`src/hdl/set_assoc_lru_cache_lookup_macros.svh`:
```
// Assertion macros shared by the cache lookup RTL.
`ifndef SET_ASSOC_LRU_CACHE_LOOKUP_MACROS_SVH
`define SET_ASSOC_LRU_CACHE_LOOKUP_MACROS_SVH

`ifndef SYNTH

// The condition holds at every clock edge outside reset.
`define SLC_ASSERT(lbl, prop, msg) \
	lbl: assert property (@(posedge clk) disable iff (!arst_n) (prop)) else $error(msg);

// When the first condition holds, the second holds in the cycle after.
`define SLC_NEXT(lbl, ante, cons, msg) \
	lbl: assert property (@(posedge clk) disable iff (!arst_n) (ante) |=> (cons)) \
		else $error(msg);

`else

`define SLC_ASSERT(lbl, prop, msg)
`define SLC_NEXT(lbl, ante, cons, msg)

`endif

`endif

```
`src/hdl/slc_pkg.sv`:
```
// Types and constants shared by the cache lookup modules.
`default_nettype none

package slc_pkg;

	localparam int unsigned TAG_W   = 64;
	localparam int unsigned ADDR_W  = 64;
	localparam int unsigned CNT_W   = 32;
	localparam int unsigned IDX_W   = 15;
	localparam int unsigned SIB_W   = 4;
	localparam int unsigned BOB_W   = 6;
	localparam int unsigned WIU_W   = 4;
	localparam int unsigned CFG_IDX_W = 2;
	localparam int unsigned CFG_DAT_W = 6;

	localparam logic [1:0] CMD_LOAD   = 2'd0;
	localparam logic [1:0] CMD_STORE  = 2'd1;
	localparam logic [1:0] CMD_MODIFY = 2'd2;

	localparam logic [2:0] OUT_MISS           = 3'd0;
	localparam logic [2:0] OUT_MISS_EVICT     = 3'd1;
	localparam logic [2:0] OUT_HIT            = 3'd2;
	localparam logic [2:0] OUT_MISS_HIT       = 3'd3;
	localparam logic [2:0] OUT_MISS_EVICT_HIT = 3'd4;

	localparam logic [CFG_IDX_W-1:0] CFG_SET_INDEX_BITS    = 2'd0;
	localparam logic [CFG_IDX_W-1:0] CFG_BLOCK_OFFSET_BITS = 2'd1;
	localparam logic [CFG_IDX_W-1:0] CFG_WAYS_IN_USE       = 2'd2;

	typedef struct packed {
		logic [1:0]        cmd;
		logic [ADDR_W-1:0] address;
	} acc_req_t;

	typedef struct packed {
		logic [2:0]       outcome;
		logic [CNT_W-1:0] total_hits;
		logic [CNT_W-1:0] total_misses;
		logic [CNT_W-1:0] total_evictions;
	} acc_rsp_t;

	typedef struct packed {
		logic [CFG_IDX_W-1:0] reg_index;
		logic [CFG_DAT_W-1:0] wr_data;
	} cfg_wr_t;

	typedef enum logic [1:0] {
		ST_CLEAR,
		ST_IDLE,
		ST_READ,
		ST_LOOKUP
	} slc_state_t;

	typedef struct packed {
		logic clear_wr;
		logic load;
		logic read;
		logic commit;
	} slc_cmd_t;

	typedef struct packed {
		logic clear_last;
	} slc_stat_t;

endpackage

`default_nettype wire

```
`src/hdl/slc_ctrl.sv`:
```
// Sequencer for the clearing pass and the per-item read, lookup and write-back.
`default_nettype none

module slc_ctrl (
	input  wire              clk,
	input  wire              arst_n,
	input  wire              in_valid,
	output logic             in_ready,
	output logic             out_valid,
	input  wire              out_ready,
	input  slc_pkg::slc_stat_t stat,
	output slc_pkg::slc_cmd_t  cmd
);
	import slc_pkg::*;

	slc_state_t state_q;
	slc_state_t state_d;
	logic       out_valid_q;
	logic       commit_ok;

	assign commit_ok = !out_valid_q || out_ready;

	always_comb begin
		state_d = state_q;
		case (state_q)
			ST_CLEAR: begin
				if (stat.clear_last) state_d = ST_IDLE;
			end
			ST_IDLE: begin
				if (in_valid) state_d = ST_READ;
			end
			ST_READ: begin
				state_d = ST_LOOKUP;
			end
			ST_LOOKUP: begin
				if (commit_ok) state_d = ST_IDLE;
			end
			default: begin
				state_d = ST_CLEAR;
			end
		endcase
	end

	always_comb begin
		cmd      = '0;
		in_ready = 1'b0;
		case (state_q)
			ST_CLEAR: begin
				cmd.clear_wr = 1'b1;
			end
			ST_IDLE: begin
				in_ready = 1'b1;
				cmd.load = in_valid;
			end
			ST_READ: begin
				cmd.read = 1'b1;
			end
			ST_LOOKUP: begin
				cmd.commit = commit_ok;
			end
			default: begin
				cmd = '0;
			end
		endcase
	end

	assign out_valid = out_valid_q;

	always_ff @(posedge clk or negedge arst_n) begin
		if (!arst_n) begin
			state_q     <= ST_CLEAR;
			out_valid_q <= 1'b0;
		end else begin
			state_q <= state_d;
			if (cmd.commit) begin
				out_valid_q <= 1'b1;
			end else if (out_ready) begin
				out_valid_q <= 1'b0;
			end
		end
	end

endmodule

`default_nettype wire

```
`config.mk`:
```
export PLATFORM = sky130hd
export DESIGN_NAME = slc_ctrl
export DESIGN_NICKNAME = d
export VERILOG_FILES = /design/src/hdl/set_assoc_lru_cache_lookup_macros.svh /design/src/hdl/slc_pkg.sv /design/src/hdl/slc_ctrl.sv
export SDC_FILE = /design/constraint.sdc
export NUM_CORES = 1
export LEC_CHECK = 0
export BUFFER_PORTS_ARGS = -buffer_cell sky130_fd_sc_hd__buf_2
export CAP_MARGIN = 10
export CORE_AREA = 2 2 39 41
export CTS_BUF_LIST = sky130_fd_sc_hd__clkbuf_4
export DETAILED_ROUTE_END_ITERATION = 7
export DIE_AREA = 0 0 41 43
export PLACE_DENSITY = 0.36
export SLEW_MARGIN = 20
export SYNTH_ARGS = -nofsm -noshare
export SYNTH_HDL_FRONTEND = slang
export SYNTH_SLANG_ARGS = --single-unit
```
`constraint.sdc`:
```
create_clock -name clk -period 1.75 [get_ports clk]
set_input_delay 0.35 -clock clk [delete_from_list [all_inputs] [get_ports clk]]
set_output_delay 0.35 -clock clk [all_outputs]
set_load 0.05 [all_outputs]
```
==> reports/metrics.cfg <==
[run_status]
outcome=complete, no violations

[drt]
viasPerCell=3.55
vias=181
route.detailed.drc=0
drt_pass1_iterations=1
post_drt_wl_per_cell_um=7.84
drt-total-wl_um=400
ant_nets=0
drtIter0Drc=0

[logic_synthesis]
ys_ff_latch=3
synth_warnings=0
synth_compound_area_share_pct=6.67
synth_xor_area_share_pct=0
syn_avg_cell_area_um2=11.3
yosysSeqAreaShare_pct=33.3
synth_top_family_by_area=adder cells
synth.net_count=30
yosys-mux-area-fraction_pct=9.44
synth_fa_ha_area_share_pct=27.8
yosys.area_share.simple_pct=16.1
syn_inst=20
synth.distinct_cells=10
syn-cell-area_um2=225

[critical_path]
critPathArrivalTime_ns=1.29
critPathLaunch=state_q[1]
critPathLaunchType=flip-flop
r2r_start=state_q[1]
crit_required_ns=1.40
rrSetupSlack_ns=0.30
cp_max_fo=4
endpoint_kind=primary output
critPathKind=flip-flop to primary output

[cts]
cts_setup_buffers=0
cts_made_buffers=3
clock-sinks=3
cts.path.max_buffers=2
cts.clk_slew.worst_paths_ns=0.04
htree_levels=1
cts_tree=yes
ctsRootBufferMaster=clkbuf_4
clock_latency_ns=0.23

[min_path]
hold_class=input port to flip-flop
hold_start=out_ready

[timing]
rsz0062_at_grt=false
clock_skew_ns=0.00323
finalMaxSlewViolations=0
setup_tns_ns=0
max-slew-margin-rel_pct=83.6
fmax_mhz=611
hold_violations=0
final.min_clock_period_ns=1.64
setup_viol=0
post-route-period-util_pct=93.6
timing.final.ws_setup_ns=0.112
tightest_slew_ns=0.248

[cells_and_area]
most-common-layout-cells=9 x buf_2, 5 x clkbuf_4, 4 x inv_1, 4 x ha_1, 3 x dfrtp_1
area_growth_pct=51.7
fin_nets=46
diodes=0
multiInputGateArea_um2=139
layout_commonest_cell=buf_2
fillers=167
drive_gt1_share_pct=51.4
seq_area_um2=75.1

[global_routing]
grt_util_all_layers_pct=5.95
grt_pass1_wl_um=655
grt_pass1_vias=185
overflow=0
grt_max_degree=5
antenna_found_initial=0

[die]
dieHeight_um=43
die_w_um=41
dieArea_um2=1760
start_util_pct=16.3
core_area_um2=1380
rows=14
pin_count=11

[placement]
port_buffers=10
post-place-ws_ns=0.298
place_congestion=0.629

[flow_run]
drv_cap=0

-- cell usage after synthesis --
master | n | area, µm²
mux2i_1 | 1 | 10.0
inv_1 | 4 | 15.0
ha_1 | 5 | 62.6
dfrtp_1 | 3 | 75.1
and2_1 | 2 | 12.5
nand2b_1 | 1 | 6.26
mux2_1 | 1 | 11.3
o221ai_2 | 1 | 15.0
nand2b_4 | 1 | 13.8
nand2_1 | 1 | 3.75
-- path summary, 6_finish.rpt --
path                         endpoint  cells past startpoint
max                            cmd[2]                      4
min                         out_valid                      3
max reg2reg                state_q[1]                      5
min reg2reg                 out_valid                      2
max in group asynchronous   out_valid                      2
min in group asynchronous  state_q[1]                      2
-- cell type report --
| type | instances | share of cell area (%) |
|---|---|---|
| Tap cell | 16 | 5.86 |
| Multi-Input combinational cell | 13 | 40.7 |
| Inverter | 4 | 4.40 |
| Timing Repair Buffer | 11 | 18.3 |
| Clock buffer | 4 | 8.79 |
| Sequential cell | 3 | 22.0 |
-- per-layer routing --
metal / routed length [µm] / up-vias / part of all wire (%) / track usage [%]
li1: - / 92 / - / -
met5: 0 / - / 0 / 0
met4: 0 / 0 / 0 / 6.00
met2: 211 / 6 / 53 / 7.19
met3: 41 / 0 / 10 / 3.14
met1: 147 / 83 / 37 / 6.84
-- critical path: stages (launching register included) --
cell      delay (ns)
dfrtp_1         0.40
inv_1           0.12
ha_2            0.19
and2_2          0.13
clkbuf_4        0.21
-- stage by stage --
step	utilization [%]	instance area, µm²	hold slack [ns]	instances
after floorplan	-	229	0.0544	20
after global placement	21.6	299	0.147	46
after detailed placement	21.6	299	0.148	46
after CTS	24.5	339	0.398	51
after global routing	24.7	342	0.418	51
final	24.7	342	0.404	51
-- flip-flops by register name (all words and copies together) (netlist names) --
name	flops
state_q	2
out_valid	1
-- what timing repair did --
action | 4_1_cts | 5_1_grt
hold buffers | 1 | 0
gates resized for setup | 0 | 1
endpoints found under the setup margin | 0 | 1
endpoints found under the hold margin | 3 | 0
-- cell families (layout without fill, tap and decap cells) --
logic type      count (synthesis)  after routing
mux                             2              2
compound gates                  1              1
fa+ha+maj                       5              5
simple gates                    5              5
buf+inv                         4             19
flops                           3              3
Power is left out: the tool's default activity adds up to more than one toggle a clock period on the data nets, which glitch-free logic cannot reach.
